<file path="config.mk">
export PLATFORM = sky130hd
export DESIGN_NAME = polyline_symbol_placement
export DESIGN_NICKNAME = d
export VERILOG_FILES = /design/src/sv/psp_pkg.sv /design/src/sv/psp_sqrt.sv /design/src/sv/psp_div.sv /design/src/sv/polyline_symbol_placement.sv
export SDC_FILE = /design/constraint.sdc
export NUM_CORES = 2
export LEC_CHECK = 0
export ABC_AREA = 0
export BUFFER_PORTS_ARGS = -buffer_cell sky130_fd_sc_hd__buf_4
export CAP_MARGIN = 20
export CORE_MARGIN = 8
export CORE_UTILIZATION = 35
export DETAILED_ROUTE_END_ITERATION = 8
export GPL_TIMING_DRIVEN = 0
export PLACE_DENSITY = 0.56
export SLEW_MARGIN = 20
export SYNTH_ARGS = -nofsm -noshare
export SYNTH_HDL_FRONTEND = slang
export SYNTH_SLANG_ARGS = --single-unit
</file>
<file path="constraint.sdc">
create_clock -name clk -period 23.7 [get_ports clk]
set_input_delay 1.185 -clock clk [delete_from_list [all_inputs] [get_ports clk]]
set_output_delay 1.185 -clock clk [all_outputs]
set_load 0.005 [all_outputs]
</file>
<file path="src/sv/psp_pkg.sv">
// Shared types and constants for the polyline symbol placement block.
package psp_pkg;

  localparam int unsigned CFG_W         = 10;
  localparam int unsigned COORD_W       = 16;
  localparam logic [CFG_W-1:0] MIN_SPACING   = 10'd2;
  localparam logic [CFG_W-1:0] SPACING_RESET = 10'd50;

  typedef struct packed {
    logic signed [COORD_W-1:0] vertex_x;
    logic signed [COORD_W-1:0] vertex_y;
    logic                      first_vertex;
  } in_t;

  typedef struct packed {
    logic signed [COORD_W-1:0] symbol_x;
    logic signed [COORD_W-1:0] symbol_y;
    logic                      last_of_run;
    logic                      truncated;
  } out_t;

  typedef enum logic [3:0] {
    ST_IDLE,
    ST_SX,
    ST_SY,
    ST_SS,
    ST_SW,
    ST_DEC,
    ST_TM,
    ST_TL,
    ST_TW,
    ST_M0,
    ST_L0,
    ST_W0,
    ST_MA,
    ST_LA,
    ST_WA,
    ST_EMIT
  } state_t;

endpackage

</file>
<file path="src/sv/psp_sqrt.sv">
// Bit-serial square root, two radicand bits per cycle, fixed-point result.
module psp_sqrt import psp_pkg::*; #(
  parameter int unsigned FRACTION_BITS = 8
) (
  input  logic                          clk,
  input  logic                          rst,
  input  logic                          start,
  input  logic [33:0]                   sum,
  output logic [17+FRACTION_BITS-1:0]   root,
  output logic                          done
);

  localparam int unsigned LW = 17 + FRACTION_BITS;
  localparam int unsigned CW = $clog2(LW + 1);

  logic [2*LW-1:0] rad;
  logic [LW+1:0]   rem;
  logic [CW-1:0]   cnt;
  logic            busy;
  logic [LW+1:0]   rem_sh;
  logic [LW+1:0]   trial;
  logic            ge;

  always_comb begin
    rem_sh = {rem[LW-1:0], rad[2*LW-1 -: 2]};
    trial  = {root, 2'b01};
    ge     = rem_sh >= trial;
  end

  always_ff @(posedge clk) begin
    if (rst) begin
      busy <= 1'b0;
      done <= 1'b0;
    end else begin
      done <= 1'b0;
      if (start) begin
        rad  <= {sum, {(2*FRACTION_BITS){1'b0}}};
        rem  <= '0;
        root <= '0;
        cnt  <= CW'(LW);
        busy <= 1'b1;
      end else if (busy) begin
        rem  <= ge ? rem_sh - trial : rem_sh;
        root <= {root[LW-2:0], ge};
        rad  <= rad << 2;
        cnt  <= cnt - 1'b1;
        if (cnt == CW'(1)) begin
          busy <= 1'b0;
          done <= 1'b1;
        end
      end
    end
  end

endmodule

</file>
<file path="src/sv/psp_div.sv">
// Restoring divider, one quotient bit per cycle; keeps the low quotient bits.
module psp_div import psp_pkg::*; #(
  parameter int unsigned NW = 38,
  parameter int unsigned VW = 26,
  parameter int unsigned QW = 16
) (
  input  logic          clk,
  input  logic          rst,
  input  logic          start,
  input  logic [NW-1:0] num,
  input  logic [VW-1:0] den,
  output logic [QW-1:0] quo,
  output logic [VW-1:0] rmd,
  output logic          done
);

  localparam int unsigned CW = $clog2(NW + 1);

  logic [NW-1:0] num_sh;
  logic [VW-1:0] den_r;
  logic [CW-1:0] cnt;
  logic          busy;
  logic [VW:0]   rs;
  logic          ge;

  always_comb begin
    rs = {rmd, num_sh[NW-1]};
    ge = rs >= {1'b0, den_r};
  end

  always_ff @(posedge clk) begin
    if (rst) begin
      busy <= 1'b0;
      done <= 1'b0;
    end else begin
      done <= 1'b0;
      if (start) begin
        num_sh <= num;
        den_r  <= den;
        rmd    <= '0;
        quo    <= '0;
        cnt    <= CW'(NW);
        busy   <= 1'b1;
      end else if (busy) begin
        rmd    <= ge ? VW'(rs - {1'b0, den_r}) : rs[VW-1:0];
        quo    <= {quo[QW-2:0], ge};
        num_sh <= num_sh << 1;
        cnt    <= cnt - 1'b1;
        if (cnt == CW'(1)) begin
          busy <= 1'b0;
          done <= 1'b1;
        end
      end
    end
  end

endmodule

</file>
<file path="src/sv/polyline_symbol_placement.sv">
// Top level: sequencer, shared multiplier and stepping of symbol positions.
//
//  channel | handshake             | payload
//  --------+-----------------------+----------------------
//  in      | in_valid / in_stall   | in_data  (in_t)
//  out     | out_valid / out_stall | out_data (out_t)
//  cfg     | cfg_valid / cfg_ready | cfg_data (spacing)
//
// A line-start vertex is taken without leaving the idle state. After acceptance
// a segment vertex forms the squares, sums them, takes the root and decides;
// when a symbol falls on it, five divisions follow on the shared divider, then
// one symbol per cycle while out_stall is low. Rst is synchronous and clears
// the line and the spacing register to 50. The output register lets the next
// vertex be taken while the last symbol still waits.
module polyline_symbol_placement import psp_pkg::*; #(
  parameter int unsigned MAX_SYMBOLS_PER_SEGMENT = 64,
  parameter int unsigned FRACTION_BITS           = 8
) (
  input  logic             clk,
  input  logic             rst,
  input  logic             in_valid,
  output logic             in_stall,
  input  in_t              in_data,
  output logic             out_valid,
  input  logic             out_stall,
  output out_t             out_data,
  input  logic             cfg_valid,
  output logic             cfg_ready,
  input  logic [CFG_W-1:0] cfg_data
);

  localparam int unsigned F   = FRACTION_BITS;
  localparam int unsigned LW  = 17 + F;
  localparam int unsigned SFW = 10 + F;
  localparam int unsigned MBW = (SFW + 1 > 18) ? SFW + 1 : 18;
  localparam int unsigned PW  = 18 + MBW;
  localparam int unsigned NW  = PW + 1;
  localparam int unsigned VW  = LW + 1;
  localparam int unsigned NCW = $clog2(MAX_SYMBOLS_PER_SEGMENT + 1);

  state_t state, state_next;

  logic [CFG_W-1:0]        spacing;
  logic [CFG_W-1:0]        s_clamp;
  logic [SFW-1:0]          sf;
  logic signed [15:0]      prev_x, prev_y, vx, vy;
  logic signed [16:0]      dx, dy, delta;
  logic [SFW-1:0]          run_dist, dnew, cur, still;
  logic                    started;
  logic [33:0]             sum;
  logic [LW-1:0]           len;
  logic [VW-1:0]           den2;
  logic [LW:0]             rem;
  logic                    trunc;
  logic                    axis;
  logic [NCW-1:0]          n;

  logic signed [17:0]      mul_a;
  logic signed [MBW-1:0]   mul_b;
  logic signed [PW-1:0]    prod;

  logic                    sq_start, sq_done;
  logic [LW-1:0]           sq_root;
  logic                    dv_start, dv_done;
  logic [NW-1:0]           dv_num;
  logic [VW-1:0]           dv_den;
  logic [15:0]             dv_q;
  logic [VW-1:0]           dv_r;

  logic signed [NW:0]      nsig;
  logic                    nneg;
  logic [15:0]             fq;
  logic [VW-1:0]           fr;

  logic [15:0]             qx, qy, qax, qay;
  logic [VW-1:0]           rx, ry, rax, ray;
  logic [VW:0]             rsx, rsy;
  logic                    cx, cy;
  logic                    last;
  logic                    slot_free;
  logic                    in_acc;

  assign cfg_ready = 1'b1;
  assign in_stall  = (state != ST_IDLE);
  assign in_acc    = in_valid && !in_stall;
  assign slot_free = !out_valid || !out_stall;

  always_comb begin
    s_clamp = (spacing < MIN_SPACING) ? MIN_SPACING : spacing;
    sf      = {s_clamp, {F{1'b0}}};
    cur     = (run_dist > sf) ? sf : run_dist;
    still   = sf - cur;
    den2    = {len, 1'b0};
    delta   = axis ? dy : dx;
  end

  // shared multiplier operands
  always_comb begin
    mul_a = {delta[16], delta};
    mul_b = MBW'($signed({1'b0, still}));
    case (state)
      ST_SX: begin
        mul_a = {dx[16], dx};
        mul_b = MBW'(dx);
      end
      ST_SY: begin
        mul_a = {dy[16], dy};
        mul_b = MBW'(dy);
      end
      ST_TM: begin
        mul_a = 18'(MAX_SYMBOLS_PER_SEGMENT);
        mul_b = MBW'($signed({1'b0, sf}));
      end
      ST_MA: begin
        mul_b = MBW'($signed({1'b0, sf}));
      end
      default: ;
    endcase
  end

  // divider operands; numerators go in as magnitudes, floor fixed afterwards
  always_comb begin
    nsig = (NW+1)'(prod) <<< 1;
    if (state == ST_L0) begin
      nsig = nsig + (NW+1)'($signed({1'b0, len}));
    end
    nneg     = nsig[NW];
    dv_start = (state == ST_TL) || (state == ST_L0) || (state == ST_LA);
    if (state == ST_TL) begin
      dv_num = NW'(rem) - NW'(1);
      dv_den = VW'(sf);
    end else begin
      dv_num = nneg ? NW'(-nsig) : NW'(nsig);
      dv_den = den2;
    end
    sq_start = (state == ST_SS);
  end

  // floor correction of the divider result
  logic neg_r;
  always_comb begin
    fq = dv_q;
    fr = dv_r;
    if (neg_r) begin
      if (dv_r != '0) begin
        fq = ~dv_q;
        fr = den2 - dv_r;
      end else begin
        fq = -dv_q;
      end
    end
  end

  always_comb begin
    rsx  = {1'b0, rx} + {1'b0, rax};
    rsy  = {1'b0, ry} + {1'b0, ray};
    cx   = rsx >= {1'b0, den2};
    cy   = rsy >= {1'b0, den2};
    last = (rem <= (LW+1)'(sf)) || (n == NCW'(MAX_SYMBOLS_PER_SEGMENT - 1));
  end

  always_ff @(posedge clk) begin
    if (rst) begin
      state <= ST_IDLE;
    end else begin
      state <= state_next;
    end
  end

  always_comb begin
    state_next = state;
    case (state)
      ST_IDLE: begin
        if (in_acc && !in_data.first_vertex && started) begin
          state_next = ST_SX;
        end
      end
      ST_SX:  state_next = ST_SY;
      ST_SY:  state_next = ST_SS;
      ST_SS:  state_next = ST_SW;
      ST_SW: begin
        if (sq_done) begin
          state_next = ST_DEC;
        end
      end
      ST_DEC: state_next = ((LW+1)'(len) <= (LW+1)'(still)) ? ST_IDLE : ST_TM;
      ST_TM:  state_next = ST_TL;
      ST_TL:  state_next = ST_TW;
      ST_TW: begin
        if (dv_done) begin
          state_next = ST_M0;
        end
      end
      ST_M0:  state_next = ST_L0;
      ST_L0:  state_next = ST_W0;
      ST_W0: begin
        if (dv_done) begin
          state_next = ST_MA;
        end
      end
      ST_MA:  state_next = ST_LA;
      ST_LA:  state_next = ST_WA;
      ST_WA: begin
        if (dv_done) begin
          state_next = axis ? ST_EMIT : ST_M0;
        end
      end
      ST_EMIT: begin
        if (slot_free && last) begin
          state_next = ST_IDLE;
        end
      end
      default: state_next = ST_IDLE;
    endcase
  end

  always_ff @(posedge clk) begin
    prod <= mul_a * mul_b;
    if (rst) begin
      spacing   <= SPACING_RESET;
      started   <= 1'b0;
      run_dist  <= '0;
      prev_x    <= '0;
      prev_y    <= '0;
      out_valid <= 1'b0;
    end else begin
      if (cfg_valid && cfg_ready) begin
        spacing <= cfg_data;
      end
      if (state == ST_EMIT && slot_free) begin
        out_valid <= 1'b1;
      end else if (!out_stall) begin
        out_valid <= 1'b0;
      end
      case (state)
        ST_IDLE: begin
          if (in_acc) begin
            vx <= in_data.vertex_x;
            vy <= in_data.vertex_y;
            dx <= 17'(in_data.vertex_x) - 17'(prev_x);
            dy <= 17'(in_data.vertex_y) - 17'(prev_y);
            if (in_data.first_vertex || !started) begin
              prev_x   <= in_data.vertex_x;
              prev_y   <= in_data.vertex_y;
              run_dist <= sf >> 1;
              started  <= 1'b1;
            end
          end
        end
        ST_SY: sum <= prod[33:0];
        ST_SS: sum <= sum + prod[33:0];
        ST_SW: begin
          if (sq_done) begin
            len <= sq_root;
          end
        end
        ST_DEC: begin
          rem <= (LW+1)'(cur) + (LW+1)'(len) - (LW+1)'(sf);
          if ((LW+1)'(len) <= (LW+1)'(still)) begin
            run_dist <= cur + SFW'(len);
            prev_x   <= vx;
            prev_y   <= vy;
          end
        end
        ST_TL: begin
          trunc <= PW'(rem) > prod;
          neg_r <= 1'b0;
        end
        ST_TW: begin
          if (dv_done) begin
            dnew <= SFW'(dv_r) + 1'b1;
            axis <= 1'b0;
          end
        end
        ST_L0, ST_LA: neg_r <= nneg;
        ST_W0: begin
          if (dv_done) begin
            if (axis) begin
              qy <= fq;
              ry <= fr;
            end else begin
              qx <= fq;
              rx <= fr;
            end
          end
        end
        ST_WA: begin
          if (dv_done) begin
            if (axis) begin
              qay <= fq;
              ray <= fr;
            end else begin
              qax <= fq;
              rax <= fr;
            end
            axis <= 1'b1;
            n    <= '0;
          end
        end
        ST_EMIT: begin
          if (slot_free) begin
            out_data.symbol_x    <= prev_x + qx;
            out_data.symbol_y    <= prev_y + qy;
            out_data.last_of_run <= last;
            out_data.truncated   <= trunc;
            n   <= n + 1'b1;
            rem <= rem - (LW+1)'(sf);
            qx  <= qx + qax + 16'(cx);
            qy  <= qy + qay + 16'(cy);
            rx  <= cx ? VW'(rsx - {1'b0, den2}) : rsx[VW-1:0];
            ry  <= cy ? VW'(rsy - {1'b0, den2}) : rsy[VW-1:0];
            if (last) begin
              prev_x   <= vx;
              prev_y   <= vy;
              run_dist <= dnew;
            end
          end
        end
        default: ;
      endcase
    end
  end

  psp_sqrt #(
    .FRACTION_BITS(F)
  ) u_sqrt (
    .clk   (clk),
    .rst   (rst),
    .start (sq_start),
    .sum   (sum + prod[33:0]),
    .root  (sq_root),
    .done  (sq_done)
  );

  psp_div #(
    .NW(NW),
    .VW(VW),
    .QW(16)
  ) u_div (
    .clk   (clk),
    .rst   (rst),
    .start (dv_start),
    .num   (dv_num),
    .den   (dv_den),
    .quo   (dv_q),
    .rmd   (dv_r),
    .done  (dv_done)
  );

endmodule

</file>
==> results.txt <==
----------------------------------------------------
[Run status]
  Result of the run ... finished, final reports clean

[Floorplanning]
  Placeable core region ... 176000 µm²
  Io pins ... 85
  Total Die Area ... 190000 µm²
  Effective utilization at floorplan ... 0.351
  Standard-cell rows ... 154
  Die span in x ... ~440 µm
  Height of the die ... about 440 µm

[Detailed routing]
  Count of unresolved DRC violations after routing ... 0
  Wire length per cell after detailed routing ... 23.1 µm
  Via count of the routed design ... 51.1k
  Number of nets still failing antenna checks after routing ... 0
  Length of the first detailed-routing pass in iterations ... 8
  Routed vias/inst ... 5.47
  Detailed router's first-iteration violation count ... 4631
  Final WL ... 216000 µm

[Logic synthesis]
  Post-synth top area share ... 0.283
  Ranking of synthesized cells by area ... edfxtp_1, fa_1, ha_1, inv_1, nor2_1
  Synth cell types ... 103
  Flops & latches, synth ... around 700
  Async SR Flop Fraction ... 0
  Main synth FF type ... edfxtp_1
  Gate count after technology mapping ... 6713
  Number of enable-type register cells in the synthesized netlist ... roughly 580
  Per-instance average area after synthesis ... 9.18 µm²
  Cell taking the most area after synthesis ... edfxtp_1
  Part of the Yosys area used for sequential elements ... 0.318
  Total number of yosys warnings ... 0
  Netlist Area Pre-Place ... 61600 µm²
  Nets in the synthesized netlist ... 7710

[Clock network]
  Post-CTS Setup Repair Bufs ... 0
  Root buffer selected by CTS ... clkbuf_16
  Count of H-tree levels built during CTS ... 3
  Number of buffers created by CTS ... 84
  Post-CTS sizing ... 0
  Hold buffer count at cts ... 0
  Sinks on Clock Net ... around 690
  Post-CTS clock slew at the launch and capture registers of the worst setup and hold paths ... around 0.070 ns
  Later-pin clock latency in the skew report ... 0.72 ns
  TritonCTS clock tree ... done
  Maximum buffer depth of the clock tree ... 3

[STA]
  Post-layout min period ... 14.28 ns
  Max-slew headroom ... 0.169
  Clock tree skew after final layout ... between 0.07 and 0.08 ns
  Slew at the pin closest to its max-slew limit ... 1.24 ns
  Pins Over Slew Limit ... 0
  Final setup violation count ... 0
  Setup Total Neg Slack ... 0 ns
  Setup repair after global routing missed its margin ... no
  Final worst-path cycle share ... 0.602
  Number of failing hold endpoints at the final stage ... 0
  Highest attainable clock frequency ... roughly 70 MHz

[Global routing]
  Total GRT Usage ... 0.220
  Pin count of the biggest net entering global routing ... 27
  Number of antenna violations at the first check in global routing ... 7
  Final global-route overflow total ... 0
  Via count of the first global-routing pass ... 49.9k
  Global-route wire length before repair ... 320000 µm

[Worst hold path]
  Hold Path Depth ... 0
  HP Start ... u_sqrt.root[0]
  Worst hold path class ... flop to flop

[Final layout]
  Layout overhead on the synthesized area ... 11.6%
  Final-layout fill cell count ... 17.5k
  Filler-free cell count of the finished design ... ~9.3k
  Sequential cell area ... 19600 µm²
  Number of nets in the layout ... 7928
  Fraction of layout cells with a size suffix above 1 ... 0.0528
  Most common cell after layout, fill and taps aside ... inv_1
  Commonest non-fill, non-tap cells in the layout ... inv_1, nor2_1, nand2_1
  Multi-input gate area ... 38400 µm²

[Critical path]
  Classification of the worst setup path ... flop to flop
  Launching element type of the critical path ... flop
  WP buf/inv ... 7
  Biggest fanout along the worst timing path ... 10
  Critical path data arrival time ... 14.83 ns
  Launch instance of the worst register-to-register path ... spacing[7]
  Most Frequent Cell on Critical Path ... fa_1
  Critical path's largest stage delay ... 0.96 ns
  Path depth of the worst reg2reg path ... 45
  Critical path startpoint ... spacing[7]
  Cell type group with the largest total delay on the critical path ... compound AO/OA/AOI/OAI gates
  Cell with the biggest individual delay on the critical path ... o21ai_1
  Worst Setup End Kind ... flop
  Cell depth of the worst setup path ... 45
  Critical Path RT ... 24.25 ns

[Placement]
  I/O Buffers ... 82
  Post-detailed-placement half-perimeter wirelength ... 175000 µm
  Cell count after placement ... between 9k and 10k
  Routability cong. ... 0.955

[Job]
  Max-cap violations ... 0

----------------------------------------------------
## metal layers
| layer | wire length (µm) | GRT usage | up-vias |
|---|---|---|---|
| li1 | - | - | 23803 |
| met1 | 93100 | 0.295 | 25268 |
| met2 | 98600 | 0.358 | 1726 |
| met3 | 15700 | 0.0395 | 323 |
| met4 | 8350 | 0.0752 | 2 |
| met5 | 9 | 0 | - |
## Yosys cell counts (15+ instances only)
cell	instances
o21ai_0	366
nor2_1	736
inv_1	770
a211oi_1	73
dfxtp_1	107
nor2b_1	59
a311oi_1	41
xnor2_1	284
o21bai_1	39
a21o_1	171
or3_1	54
a21oi_1	400
ha_1	575
a22o_1	18
and2_1	26
o31a_1	15
o31ai_1	25
nor4_1	31
nand2b_1	57
a22oi_1	39
nand3_1	88
xor2_1	141
mux2i_1	55
and3_1	60
clkbuf_1	185
o21a_1	74
a31oi_1	61
fa_1	374
buf_1	18
o211ai_1	22
a21boi_0	44
o21ai_1	17
nor3_1	116
nand4_1	53
edfxtp_1	581
nand2_1	674
## layout make-up
class | count | area share
Buffer | 219 | 0.0126
Antenna cell | 2 | 0.0000728
Tap cell | 2340 | 0.0426
Sequential cell | 688 | 0.285
Clock inverter | 47 | 0.00695
Inverter | 775 | 0.0423
Multi-Input combinational cell | 5031 | 0.558
Clock buffer | 109 | 0.0333
Timing Repair Buffer | 132 | 0.0189
## final timing paths
| kind | endpoint | slack, ns |
|---|---|---|
| worst max-delay path | prod[34] | 9.42 |
| worst min-delay path | len[0] | 0.42 |
| worst max register to register | prod[34] | 9.42 |
| worst min register to register | len[0] | 0.42 |
## registers in the layout, indices dropped and copies added (netlist names), 17 cells and up
register and count:
u_div.num_sh 38, prod 37, out_data 34, sum 34, u_sqrt.rad 34, rax 26
ray 26, rem 26, rx 26, ry 26, u_div.rmd 26, len 25
u_div.den_r 25, u_sqrt.rem 25, u_sqrt.root 25, dnew 18, run_dist 18, dx 17
dy 17
## stage by stage
step / setup slack, ns / utilization / instance area, µm² / hold WS (ns)
2_1_floorplan: 12.89 / - / 61600 / 0.400
3_3_place_gp: 9.64 / 0.371 / 65100 / 0.408
3_5_place_dp: 9.89 / 0.376 / 66000 / 0.420
4_1_cts: 9.79 / 0.392 / 68700 / 0.427
5_1_grt: 8.80 / 0.392 / 68700 / 0.447
6_report: 9.42 / 0.392 / 68800 / 0.424
## cell families after synthesis
group           count (synthesis)  share of synthesized area
fa+ha+maj                     949                      0.238
mux                            59                    0.00967
buf+inv                       994                     0.0612
compound gates               1562                      0.164
xor+xnor                      426                     0.0608
other cells                     1                  0.0000609
simple gates                 2034                      0.148
flops                         688                      0.318
Power is left out: the tool's default activity adds up to more than one toggle a clock period on the data nets, which glitch-free logic cannot reach.
